<file path="src/rtl/core/tdq_pkg.sv">
// tdq_pkg: shared types and constants of the turn-tagged drop queue.
// Used by every module in rtl/core except tdq_ram; no dependencies.
`timescale 1ns / 1ps

package tdq_pkg;

	localparam int TURN_W    = 16;
	localparam int HANDLE_W  = 32;
	localparam int SAMPLE_W  = 16;
	localparam int CMD_W     = 3;
	localparam int CAP_W     = 7;
	localparam int CNT_OUT_W = 7;
	localparam int PEND_W    = 22;
	localparam int TOT_W     = 32;

	localparam logic [CAP_W-1:0] CAP_RESET = 7'd64;

	typedef enum logic [CMD_W-1:0] {
		CMD_ENQ  = 3'd0,
		CMD_DEQ  = 3'd1,
		CMD_INV  = 3'd2,
		CMD_CLR  = 3'd3,
		CMD_SIZE = 3'd4,
		CMD_PEND = 3'd5
	} cmd_t;

	typedef enum logic [1:0] {
		SQ_IDLE,
		SQ_EXEC,
		SQ_WALK,
		SQ_DONE
	} seq_state_t;

	// queue entry, turn in the low bits
	typedef struct packed {
		logic [SAMPLE_W-1:0] samples;
		logic [HANDLE_W-1:0] handle;
		logic [TURN_W-1:0]   turn;
	} entry_t;

	typedef struct packed {
		logic [TOT_W-1:0]     deq_total;
		logic [TOT_W-1:0]     enq_total;
		logic [TOT_W-1:0]     drop_total;
		logic [PEND_W-1:0]    pending;
		logic [CNT_OUT_W-1:0] occupancy;
		logic [CNT_OUT_W-1:0] dropped;
		logic [SAMPLE_W-1:0]  samples;
		logic [HANDLE_W-1:0]  handle;
		logic [TURN_W-1:0]    turn;
	} res_t;

	typedef struct packed {
		logic              eq;
		logic              lt;
		logic [PEND_W-1:0] sum;
	} unit_res_t;

	localparam int IN_DATA_W  = $bits(entry_t);
	localparam int RES_W      = $bits(res_t);
	localparam int OUT_DATA_W = ((RES_W + 7) / 8) * 8;

endpackage

</file>
<file path="src/rtl/core/tdq_ram.sv">
// tdq_ram: single write port, single registered read port entry store.
// No dependencies.
`timescale 1ns / 1ps

module tdq_ram #(
	parameter int DEPTH = 64,
	parameter int W     = 64,
	localparam int AW   = (DEPTH > 1) ? $clog2(DEPTH) : 1
) (
	input  logic          clk,
	input  logic          we,
	input  logic [AW-1:0] waddr,
	input  logic [W-1:0]  wdata,
	input  logic          re,
	input  logic [AW-1:0] raddr,
	output logic [W-1:0]  rdata
);

	logic [W-1:0] mem [DEPTH];
	logic [W-1:0] rdata_q;

	always_ff @(posedge clk) begin
		if (we) begin
			mem[waddr] <= wdata;
		end
		if (re) begin
			rdata_q <= mem[raddr];
		end
	end

	assign rdata = rdata_q;

endmodule

</file>
<file path="src/rtl/core/tdq_unit.sv">
// tdq_unit: shared turn compare and sample accumulate unit.
// Depends on tdq_pkg.
`timescale 1ns / 1ps

module tdq_unit (
	input  tdq_pkg::entry_t                ent,
	input  logic [tdq_pkg::TURN_W-1:0]     key_turn,
	input  logic [tdq_pkg::PEND_W-1:0]     acc,
	output tdq_pkg::unit_res_t             res
);

	import tdq_pkg::*;

	always_comb begin
		res.eq  = (ent.turn == key_turn);
		res.lt  = (ent.turn < key_turn);
		res.sum = acc + PEND_W'(ent.samples);
	end

endmodule

</file>
<file path="src/rtl/core/tdq_seq.sv">
// tdq_seq: command sequencer; walks the queue one entry a cycle through the
// entry store and the shared compare unit. Depends on tdq_pkg, tdq_ram, tdq_unit.
`timescale 1ns / 1ps

module tdq_seq #(
	parameter int DEPTH = 64
) (
	input  logic                      clk,
	input  logic                      arst_n,
	input  logic                      start,
	input  tdq_pkg::cmd_t             cmd_in,
	input  tdq_pkg::entry_t           item_in,
	input  logic [tdq_pkg::CAP_W-1:0] capacity,
	input  logic                      out_free,
	output logic                      idle,
	output logic                      res_valid,
	output logic                      res_ok,
	output tdq_pkg::res_t             res
);

	import tdq_pkg::*;

	localparam int AW = (DEPTH > 1) ? $clog2(DEPTH) : 1;
	localparam int CW = $clog2(DEPTH + 1);
	localparam int EW = (CW > CAP_W) ? CW : CAP_W;

	seq_state_t state_q, state_d;
	cmd_t       cmd_q;
	entry_t     key_q;
	entry_t     hit_q;
	logic [AW-1:0]     head_q;
	logic [CW-1:0]     count_q;
	logic [CW-1:0]     rd_idx_q;
	logic [CW-1:0]     k_q;
	logic [CW-1:0]     ndrop_q;
	logic              vld_s1;
	logic              ok_q;
	logic [PEND_W-1:0] acc_q;
	logic [TOT_W-1:0]  drop_cnt_q, enq_cnt_q, deq_cnt_q;

	logic       we, re, issue, enq_wr, inv_wr, full, walk_end, found;
	logic [AW-1:0] waddr, raddr;
	entry_t     wdata, rdata;
	unit_res_t  u;
	logic [EW-1:0] eff_cap;
	logic [CW-1:0] adv;

	function automatic logic [AW-1:0] slot(input logic [AW-1:0] h, input logic [CW-1:0] i);
		logic [CW:0] s;
		s = (CW+1)'(h) + (CW+1)'(i);
		if (s >= (CW+1)'(DEPTH)) begin
			s = s - (CW+1)'(DEPTH);
		end
		return s[AW-1:0];
	endfunction

	tdq_ram #(.DEPTH(DEPTH), .W(IN_DATA_W)) u_ram (
		.clk  (clk),
		.we   (we),
		.waddr(waddr),
		.wdata(wdata),
		.re   (re),
		.raddr(raddr),
		.rdata(rdata)
	);

	tdq_unit u_unit (
		.ent     (rdata),
		.key_turn(key_q.turn),
		.acc     (acc_q),
		.res     (u)
	);

	assign eff_cap  = (EW'(capacity) > EW'(DEPTH)) ? EW'(DEPTH) : EW'(capacity);
	assign full     = (EW'(count_q) >= eff_cap);
	assign found    = (cmd_q == CMD_DEQ) && vld_s1 && u.eq;
	assign walk_end = (!vld_s1 && rd_idx_q == count_q) || found;
	assign adv      = ndrop_q + CW'(found);

	always_comb begin
		state_d = state_q;
		case (state_q)
			SQ_IDLE: begin
				if (start) begin
					state_d = (cmd_in inside {CMD_DEQ, CMD_INV, CMD_PEND}) ? SQ_WALK : SQ_EXEC;
				end
			end
			SQ_EXEC: state_d = SQ_DONE;
			SQ_WALK: begin
				if (walk_end) begin
					state_d = SQ_DONE;
				end
			end
			SQ_DONE: begin
				if (out_free) begin
					state_d = SQ_IDLE;
				end
			end
			default: state_d = SQ_IDLE;
		endcase
	end

	always_comb begin
		idle      = (state_q == SQ_IDLE);
		res_valid = (state_q == SQ_DONE) && out_free;
		issue     = (state_q == SQ_WALK) && (rd_idx_q != count_q);
		re        = issue;
		raddr     = slot(head_q, rd_idx_q);
		enq_wr    = (state_q == SQ_EXEC) && (cmd_q == CMD_ENQ) && !full;
		inv_wr    = (state_q == SQ_WALK) && (cmd_q == CMD_INV) && vld_s1 && !u.lt;
		we        = enq_wr || inv_wr;
		waddr     = enq_wr ? slot(head_q, count_q) : slot(head_q, k_q);
		wdata     = enq_wr ? key_q : rdata;
	end

	always_ff @(posedge clk) begin
		if (start && state_q == SQ_IDLE) begin
			key_q <= item_in;
		end
	end

	always_ff @(posedge clk or negedge arst_n) begin
		if (!arst_n) begin
			state_q    <= SQ_IDLE;
			cmd_q      <= CMD_SIZE;
			hit_q      <= '0;
			head_q     <= '0;
			count_q    <= '0;
			rd_idx_q   <= '0;
			k_q        <= '0;
			ndrop_q    <= '0;
			vld_s1     <= 1'b0;
			ok_q       <= 1'b0;
			acc_q      <= '0;
			drop_cnt_q <= '0;
			enq_cnt_q  <= '0;
			deq_cnt_q  <= '0;
		end else begin
			state_q <= state_d;
			case (state_q)
				SQ_IDLE: begin
					if (start) begin
						cmd_q    <= cmd_in;
						hit_q    <= '0;
						rd_idx_q <= '0;
						k_q      <= '0;
						ndrop_q  <= '0;
						vld_s1   <= 1'b0;
						ok_q     <= 1'b0;
						acc_q    <= '0;
					end
				end
				SQ_EXEC: begin
					case (cmd_q)
						CMD_ENQ: begin
							if (full) begin
								ndrop_q    <= CW'(1);
								drop_cnt_q <= drop_cnt_q + 1'b1;
							end else begin
								count_q   <= count_q + 1'b1;
								enq_cnt_q <= enq_cnt_q + 1'b1;
								ok_q      <= 1'b1;
							end
						end
						CMD_CLR: begin
							ndrop_q    <= count_q;
							drop_cnt_q <= drop_cnt_q + TOT_W'(count_q);
							count_q    <= '0;
						end
						default: ;
					endcase
				end
				SQ_WALK: begin
					vld_s1 <= issue;
					if (issue) begin
						rd_idx_q <= rd_idx_q + 1'b1;
					end
					if (vld_s1) begin
						case (cmd_q)
							CMD_DEQ: begin
								if (u.eq) begin
									hit_q <= rdata;
									ok_q  <= 1'b1;
								end else begin
									ndrop_q <= ndrop_q + 1'b1;
								end
							end
							CMD_INV: begin
								if (u.lt) begin
									ndrop_q <= ndrop_q + 1'b1;
								end else begin
									k_q <= k_q + 1'b1;
								end
							end
							CMD_PEND: begin
								if (u.eq) begin
									acc_q <= u.sum;
								end
							end
							default: ;
						endcase
					end
					if (walk_end) begin
						drop_cnt_q <= drop_cnt_q + TOT_W'(ndrop_q);
						case (cmd_q)
							CMD_DEQ: begin
								head_q  <= slot(head_q, adv);
								count_q <= count_q - adv;
								if (found) begin
									deq_cnt_q <= deq_cnt_q + 1'b1;
								end
							end
							CMD_INV: count_q <= k_q;
							default: ;
						endcase
					end
				end
				default: ;
			endcase
		end
	end

	always_comb begin
		res_ok         = ok_q;
		res.turn       = hit_q.turn;
		res.handle     = hit_q.handle;
		res.samples    = hit_q.samples;
		res.dropped    = CNT_OUT_W'(ndrop_q);
		res.occupancy  = CNT_OUT_W'(count_q);
		res.pending    = acc_q;
		res.drop_total = drop_cnt_q;
		res.enq_total  = enq_cnt_q;
		res.deq_total  = deq_cnt_q;
	end

endmodule

</file>
<file path="src/rtl/core/turn_tagged_drop_queue.sv">
// turn_tagged_drop_queue: bounded FIFO of chunk descriptors with turn flushing.
// Depends on tdq_pkg and tdq_seq (which holds tdq_ram and tdq_unit).
//
// Usage:
//   Commands enter on the s_ stream: s_tuser carries the command code and s_tdata
//   the turn, handle and sample count. Every command yields exactly one result word
//   on the m_ stream. The capacity register is written on cfg_valid (cfg_ready is
//   always high). Write it only while the block is idle; the block does not check.
// Command flow:
//   Enqueue, clear, size and unknown codes do not walk the queue. Dequeue,
//   invalidate and pending-sum walk the queue through the entry store, one
//   entry per cycle, up to the occupancy; a dequeue stops at the first hit.
//   The single read port of the entry store sets this rate. One command is in
//   work at a time; s_tready is high only when idle, so a new command is taken
//   only after the sequencer has handed on the last result.
// Reset:
//   arst_n clears the queue, all counters and the output valid and sets
//   capacity to 64. The entry store is not cleared.
// Stall:
//   A result waits in the output register until m_tready; the sequencer
//   holds its finished result until that register is free.
`timescale 1ns / 1ps

module turn_tagged_drop_queue #(
	parameter int DEPTH = 64
) (
	input  logic                            clk,
	input  logic                            arst_n,
	input  logic                            s_tvalid,
	output logic                            s_tready,
	input  logic [tdq_pkg::IN_DATA_W-1:0]   s_tdata,  // turn_id, chunk_handle, sample_count
	input  logic [tdq_pkg::CMD_W-1:0]       s_tuser,  // command
	output logic                            m_tvalid,
	input  logic                            m_tready,
	// out_turn, out_handle, out_samples, dropped_now, occupancy, pending_total,
	// drop_total, enqueue_total, dequeue_total, zero pad
	output logic [tdq_pkg::OUT_DATA_W-1:0]  m_tdata,
	output logic                            m_tuser,  // ok
	input  logic                            cfg_valid,
	output logic                            cfg_ready,
	input  logic [tdq_pkg::CAP_W-1:0]       cfg_data  // capacity
);

	import tdq_pkg::*;

	logic [CAP_W-1:0]      capacity_q;
	logic                  m_valid_q;
	logic [OUT_DATA_W-1:0] m_data_q;
	logic                  m_ok_q;
	logic                  out_free, idle, res_valid, res_ok;
	res_t                  res;

	assign cfg_ready = 1'b1;
	assign out_free  = !m_valid_q || m_tready;
	assign s_tready  = idle;

	tdq_seq #(.DEPTH(DEPTH)) u_seq (
		.clk      (clk),
		.arst_n   (arst_n),
		.start    (s_tvalid && idle),
		.cmd_in   (cmd_t'(s_tuser)),
		.item_in  (entry_t'(s_tdata)),
		.capacity (capacity_q),
		.out_free (out_free),
		.idle     (idle),
		.res_valid(res_valid),
		.res_ok   (res_ok),
		.res      (res)
	);

	always_ff @(posedge clk or negedge arst_n) begin
		if (!arst_n) begin
			capacity_q <= CAP_RESET;
			m_valid_q  <= 1'b0;
		end else begin
			if (cfg_valid) begin
				capacity_q <= cfg_data;
			end
			if (res_valid) begin
				m_valid_q <= 1'b1;
			end else if (m_tready) begin
				m_valid_q <= 1'b0;
			end
		end
	end

	always_ff @(posedge clk) begin
		if (res_valid) begin
			m_data_q <= OUT_DATA_W'(res);
			m_ok_q   <= res_ok;
		end
	end

	assign m_tvalid = m_valid_q;
	assign m_tdata  = m_data_q;
	assign m_tuser  = m_ok_q;

endmodule
</file>
<file path="config.mk">
export PLATFORM = sky130hd
export DESIGN_NAME = turn_tagged_drop_queue
export DESIGN_NICKNAME = d
export VERILOG_FILES = /design/src/rtl/core/tdq_pkg.sv /design/src/rtl/core/tdq_ram.sv /design/src/rtl/core/tdq_unit.sv /design/src/rtl/core/tdq_seq.sv /design/src/rtl/core/turn_tagged_drop_queue.sv
export SDC_FILE = /design/constraint.sdc
export NUM_CORES = 2
export LEC_CHECK = 0
export BUFFER_PORTS_ARGS = -buffer_cell sky130_fd_sc_hd__buf_2
export CAP_MARGIN = 20
export CELL_PAD_IN_SITES_DETAIL_PLACEMENT = 1
export CELL_PAD_IN_SITES_GLOBAL_PLACEMENT = 1
export CORE_MARGIN = 10
export CORE_UTILIZATION = 43
export DETAILED_ROUTE_END_ITERATION = 8
export GPL_TIMING_DRIVEN = 0
export HOLD_SLACK_MARGIN = 0.06
export PLACE_DENSITY_LB_ADDON = 0.1
export SLEW_MARGIN = 0
export SYNTH_ARGS = -nofsm -noshare
export SYNTH_HDL_FRONTEND = slang
export SYNTH_HIERARCHICAL = 1
export SYNTH_SLANG_ARGS = --single-unit
</file>
<file path="constraint.sdc">
create_clock -name clk -period 12.4 [get_ports clk]
set_input_delay 2.48 -clock clk [delete_from_list [all_inputs] [get_ports clk]]
set_output_delay 2.48 -clock clk [all_outputs]
set_load 0.005 [all_outputs]
</file>
# Yosys cells after proc, flatten, opt, wreduce, memory -nomap -nowiden
# Memory sizes are Yosys's and may differ from the RTL's. A register that Yosys moved wholly into a read port is not among the register bits.
# Cells that the tools add are included.
# word_totals
register_bits,492
mem_bits_rw,4096
inputBits,79
output_inout_bits,204
elab_cells,180
n_memories,1
# classes
n_addsub,20
magnitude_cmp,7
eq_ne,31
mux,57
n_bitwise,1
reduce_logical,40
# memory_table
memory,depth,width,rd,rd_clocked_by_memory_dff,wr,line,source
u_seq.u_ram.mem,64,64,1,1,1,tdq_ram.sv:19,logic [W-1:0] mem [DEPTH];
# ops
op,count
2-to-1 mux 64 bit,5
case mux 32 bit (2 select lines),2
case mux 64 bit (2 select lines),1
case mux 7 bit (2 select lines),7
"adder 32 x 1 -> 32 bit, second input constant",3
2-to-1 mux 22 bit,4
2-to-1 mux 7 bit,12
adder 32 x 7 -> 32 bit,2
2-to-1 mux 32 bit,2
case mux 22 bit (2 select lines),1
adder 6 x 7 -> 8 bit,4
"greater-or-equal comparator 8 x 7 -> 1 bit, second input constant",4
2-to-1 mux 6 bit,5
"adder 7 x 1 -> 7 bit, second input constant",4
"subtractor 6 x 1 -> 6 bit, second input constant",4
adder 22 x 16 -> 22 bit,1
case mux 7 bit (3 select lines),1
AND reduction 5 bit,4
== test 16 bit,1
less-than comparator 16 bit,1
"!= test 2 x 1 -> 1 bit, second input constant",7
logical AND 1 bit,12
AND reduction 3 bit,4
2-to-1 mux 1 bit,10
29 further kinds,55

# Logic depth before layout (Yosys ltp)
# depth
depth_word,8
depth_mapped,21
mapped_depth_nobuf,19

# Modules after synthesis
# Netlist, hierarchy kept.
# modules_own_cells
mod,n_inst,cells_per_inst,area_per_inst_um2,seq_area_each_um2
tdq_ram,1,6598,156998.1,124919.8
tdq_seq,1,1240,14101.0,7503.4
turn_tagged_drop_queue,1,223,6297.3,6117.1
tdq_unit,1,197,1461.4,0.0

# Worst setup path before layout
# Ideal clock, no wire load.
# synth_path
path_kind,register to register
startpoint,reg capacity_q[6]
endpoint,mem u_seq.u_ram.mem[32][0] (enable)
setup_time_ps,564
arrival_ps,8146
t_required_ps,11836
slack_ps,3689
path_stages_with_launch,18
path_buffers,3
period_less_slack_ps,8711
cell_sequence,dfstp_2 > inv_1 > ha_1 > o21ai_0 > o2111a_1 > a21bo_2 > clkbuf_1 > clkbuf_1 > mux2_2 > ha_1 > a21oi_1 > o21bai_1 > a21oi_1 > xnor2_1 > xnor2_1 > clkbuf_1 > nand4b_1 > nor3_1
# synth_via
elab_cells_between_ends,9
classes_between,2 x order compare; 4 x mux; 3 x reduce/logical
# synth_lines
element,line,source
"start, declared",turn_tagged_drop_queue.sv:46,logic [CAP_W-1:0] capacity_q;
"start signal, assigned",turn_tagged_drop_queue.sv:77,capacity_q <= cfg_data;
> comparator 7 bit,tdq_seq.sv:74,assign eff_cap = (EW'(capacity) > EW'(DEPTH)) ? EW'(DEPTH) : EW'(capacity);
2-to-1 mux 7 bit (*),tdq_seq.sv:74,
greater-or-equal comparator 7 bit (*),tdq_seq.sv:75,assign full = (EW'(count_q) >= eff_cap);
logical NOT 1 bit (*),tdq_seq.sv:109,enq_wr = (state_q == SQ_EXEC) && (cmd_q == CMD_ENQ) && !full;
logical AND 1 bit (*),tdq_seq.sv:109,
2-to-1 mux 6 bit (*),tdq_seq.sv:112,"waddr = enq_wr ? slot(head_q, count_q) : slot(head_q, k_q);"
net u_seq.waddr[5],tdq_seq.sv:42,"logic [AW-1:0] waddr, raddr;"
"end, declared",tdq_ram.sv:19,
# The timed path passes the listed nets; every way through them passes the cells marked *.

# Worst setup path in the final report
# layout_path
startpoint,reg u_seq.count_q[0]
endpoint,mem u_seq.u_ram.mem[58][5] (enable)
# layout_via
elab_cells_between_ends,11
classes_between,2 x add/sub; 2 x order compare; 4 x mux; 3 x reduce/logical
# layout_lines
element,line,source
"start, declared",tdq_seq.sv:32,logic [CW-1:0] count_q;
"start signal, assigned",tdq_seq.sv:160,count_q <= count_q + 1'b1;
"start signal, assigned",tdq_seq.sv:208,count_q <= count_q - adv;
"start signal, assigned",tdq_seq.sv:213,CMD_INV: count_q <= k_q;
adder 6 x 7 -> 8 bit or greater-or-equal comparator 7 bit (tied branches),"tdq_seq.sv:50, tdq_seq.sv:75",
greater-or-equal comparator 8 x 7 -> 1 bit (tied with other cells),tdq_seq.sv:51,if (s >= (CW+1)'(DEPTH)) begin
2-to-1 mux 6 bit or logical AND 1 bit (tied branches),"tdq_seq.sv:51, tdq_seq.sv:109",
2-to-1 mux 6 bit (*),tdq_seq.sv:112,
net u_seq.waddr[5],tdq_seq.sv:42,
# Marked as above.

==> out/results.tsv <==
stage	metric	value	unit
run_status	run_status	finished clean	
sta	finalHoldViolations	0	
route	wire_per_inst	37.3	um
setup_path	arrival	8.84	ns
route	drt-total-wl	568000	um
grt	grt_overflow_total	0	
sta	slew_headroom	15.4	%
clock_network	cts_tree	yes	
place	dpl_worst_slack	4.40	ns
yosys	synth_seq_cells	4652	
yosys	synth_compound_area_share	3.33	%
yosys	syn_area_per_cell	21.7	sq um
route	vias	92677	
yosys	synthXorXnorAreaFrac	0.753	%
power	power	52.2	mW
yosys	synth.distinct_cells	96	
sta	setup_viol	0	
sta	fin_skew	0.0655	ns
setup_path	crit_type	register to register	
die	core_area	414000	sq um
yosys	syn_inst	8258	
yosys	synthArstFlopShare	4.97	%
place	place_inst	14307	
yosys	netlist_area	179000	sq um
die	die_w	665	um
yosys	yosys.area_share.adder	0.634	%
yosys	ys.flop_type	edfxtp_1	
clock_network	insertion_delay	1.04	ns
sta	rsz0062_at_grt	no	
setup_path	slowest_stage	nor2_4	
sta	final_max_slew_viol_count	0	
clock_network	clockBufferDepth	4	
setup_path	regToRegSetupSlack	4.26	ns
die	num_rows	236	
place	dp_hpwl	398000	um
place	place.gp.congestion	0.834	
cells_and_area	fin_nets	9502	
sta	post-route-min-period	8.14	ns
setup_path	r2r_end	u_seq/u_ram/mem[58][5]$_DFFE_PP_	
clock_network	cts-resized-gates	0	
grt	grt_pass1_wl	781000	um
power	peakVddDrop	0.147	mV
yosys	muxShareOfSynthArea	14.2	%
setup_path	worstPathCellList	inv_1, ha_1, nor2b_1, o21ai_1, a21bo_2, clkbuf_1, clkbuf_1, mux2_2, ha_1, a21oi_1, o21bai_1, a21oi_1, xnor2_1, xnor2_1, clkbuf_1, nand3_1, nor2_4, buf_12, buf_12	
sta	tightest_slew	1.27	ns
route	first_pass_iters	6	
power	p_leak	67.1	nW
yosys	ys_seq_area_share	77.5	%
setup_path	cpMostUsedCell	clkbuf_1	
cells_and_area	drive_gt1_share	28.4	%
setup_path	r2r-start	u_seq/count_q[0]$_DFFE_PN0P_	
setup_path	endpoint_kind	register	
clock_network	cts_max_level	5	
grt	antenna_found_initial	50	
cells_and_area	area_delta_synth_final	17.0	%
cells_and_area	final_cell_count_no_fill	15236	
worst_hold_path	hp-start	u_seq/ndrop_q[3]$_DFFE_PN0P_	
setup_path	cp_max_fo	22	
die	die_y	665	um
sta	max_freq	123	MHz
clock_network	numCtsBuffers	482	
route	drtIter0Drc	11677	
grt	grt_max_degree	109	
grt	grt_pass1_vias	95654	
power	powerDensity	250	nW/um^2
yosys	synth_edf_count	4421	
setup_path	reg2reg_depth	19	
route	drc	0	
place	dpl_cell_area	194000	sq um
sta	timing.final.crit_share	65.7	%
sta	fin_ws	4.26	ns
worst_hold_path	hold_path_end	m_tdata[67]$_DFFE_PP_	
clock_network	cts_hold_buffers	0	
place	port_buffers	276	
die	start_util	43.2	%
clock_network	path_clk_slew	0.06	ns
setup_path	cp-start-kind	register	
clock_network	postCtsSetupBuffers	0	
cells_and_area	layout_commonest_cell	edfxtp_1	
die	top_level_ports	283	
yosys	synth_simple_gate_area_share	2.24	%
run	maxCapViolCount	0	
worst_hold_path	hold_path_class	register to register	
yosys	synth_top_family_by_area	multiplexers	
die	die-area	442000	sq um
clock_network	ctsRootBufferMaster	clkbuf_16	
yosys	yosys_warnings	6	
route	viasPerCell	6.08	
grt	grt_usage	25.1	%
cells_and_area	layout_common_cells	edfxtp_1 (4421), mux4_2 (1024), clkbuf_16 (487), buf_2 (464), clkbuf_1 (258)	
route	drtAntennaViolNets	0	
worst_hold_path	holdPathStages	0	
setup_path	cpPeakStageDelay	1.06	ns
sta	finalSetupTns	0	ns
setup_path	cp_data_required_time	13.10	ns
clock_network	cts.sinks	4652	
cells_and_area	post-route-cell-area	209000	sq um
## cell families (layout without fill, tap and decap cells)
group | count (synthesis) | count (layout)
other cells | 2 | 32
buf+inv | 515 | 1989
mux | 1252 | 1252
compound gates | 805 | 805
fa+ha+maj | 87 | 87
flops | 4652 | 4652
simple gates | 792 | 792
xor+xnor | 153 | 153
## synth_stat cells, drive strengths merged, types with 76 or more instances
master  number  area, sq um
a22o       157         1380
o22ai       85          532
dfrtp      229         5730
and3        82          517
mux4      1024        23100
buf        270         1470
o21ai       87          439
mux2        85          983
edfxtp    4421       133000
nor2       172          646
xnor2       92          806
inv         76          285
mux2i      143         1430
clkbuf     168          631
nand2      212          796
a22oi      174         1310
ha          81         1010
nand3       89          445
## stage by stage
stage / util, % / hold WS (ns)
2_1_floorplan: - / 0.421
3_3_place_gp: 45.2 / 0.440
3_5_place_dp: 46.8 / 0.432
4_1_cts: 50.5 / 0.446
5_1_grt: 50.6 / 0.458
6_report: 50.6 / 0.444
## flip-flops by register name, summed over array words and instances (netlist names), 3 cells and up
register	flops
u_seq/res	64
u_seq/cmd_q	3
u_seq/acc_q	22
capacity_q	7
u_seq/key_q	64
u_seq/head_q	6
m_tdata	196
u_seq/k_q	7
u_seq/enq_cnt_q	32
u_seq/count_q	7
u_seq/ndrop_q	7
u_seq/deq_cnt_q	32
u_seq/u_ram/mem	4096
u_seq/rd_idx_q	7
u_seq/drop_cnt_q	32
u_seq/u_ram/rdata	64
## critical path: cells and delay by family, from the launching register on
family / cells / cell delay [ns]
muxes: 1 / 0.44
and+or+nand+nor: 3 / 1.83
DFF: 1 / 0.54
xor gates and xnor gates: 2 / 0.79
buffers and inverters: 6 / 2.58
AOI/OAI and AO/OA: 5 / 0.91
adders and majority gates: 2 / 0.66
## metal layers
metal  vias to the layer above  track usage [%]  part of all wire, %
li1                      36849                -                    -
met5                         -                0               0.0063
met4                         6             8.27                  3.6
met3                       825             4.53                  8.1
met2                      4190             40.5                   48
met1                     50807             34.8                   41
## final cells by class
class                   instances  area, sq um
inverters                      77          292
fillers                     36255       204000
repair buffers                591         7610
diodes                         27         67.6
flip-flops and latches       4652       139000
multi-input cells            3094        38400
plain buffers                 438         2130
well taps                    5474         6850
clock buffers                 609        12800
clock inverters               274         2540
## where the power goes
group | leakage (nW) | internal (mW) | total [mW] | switching, mW
combinational | 16.6 | 5.65 | 17.2 | 11.5
clock | 7.47 | 7.98 | 14.2 | 6.20
sequential | 43.0 | 20.3 | 20.9 | 0.543
## worst max path at each step
| stage | slack [ns] | startpoint | cells after the start | end |
|---|---|---|---|---|
| 6_report | 4.26 | u_seq/count_q[0]$_DFFE_PN0P_ | 19 | u_seq/u_ram/mem[58][5]$_DFFE_PP_ |
| 4_1_cts | 4.41 | u_seq/count_q[0]$_DFFE_PN0P_ | 19 | u_seq/u_ram/mem[58][5]$_DFFE_PP_ |
| 3_5_place_dp | 4.40 | u_seq/count_q[0]$_DFFE_PN0P_ | 19 | u_seq/u_ram/mem[58][25]$_DFFE_PP_ |
| 2_1_floorplan | 3.69 | capacity_q[6]$_DFFE_PN1P_ | 17 | u_seq/u_ram/mem[32][0]$_DFFE_PP_ |
| 5_1_grt | 4.00 | u_seq/count_q[0]$_DFFE_PN0P_ | 20 | u_seq/u_ram/mem[58][5]$_DFFE_PP_ |
| 3_3_place_gp | -5.42 | u_seq/count_q[0]$_DFFE_PN0P_ | 18 | u_seq/u_ram/mem[33][21]$_DFFE_PP_ |
Note: power is estimated with default switching activity, not from simulation.
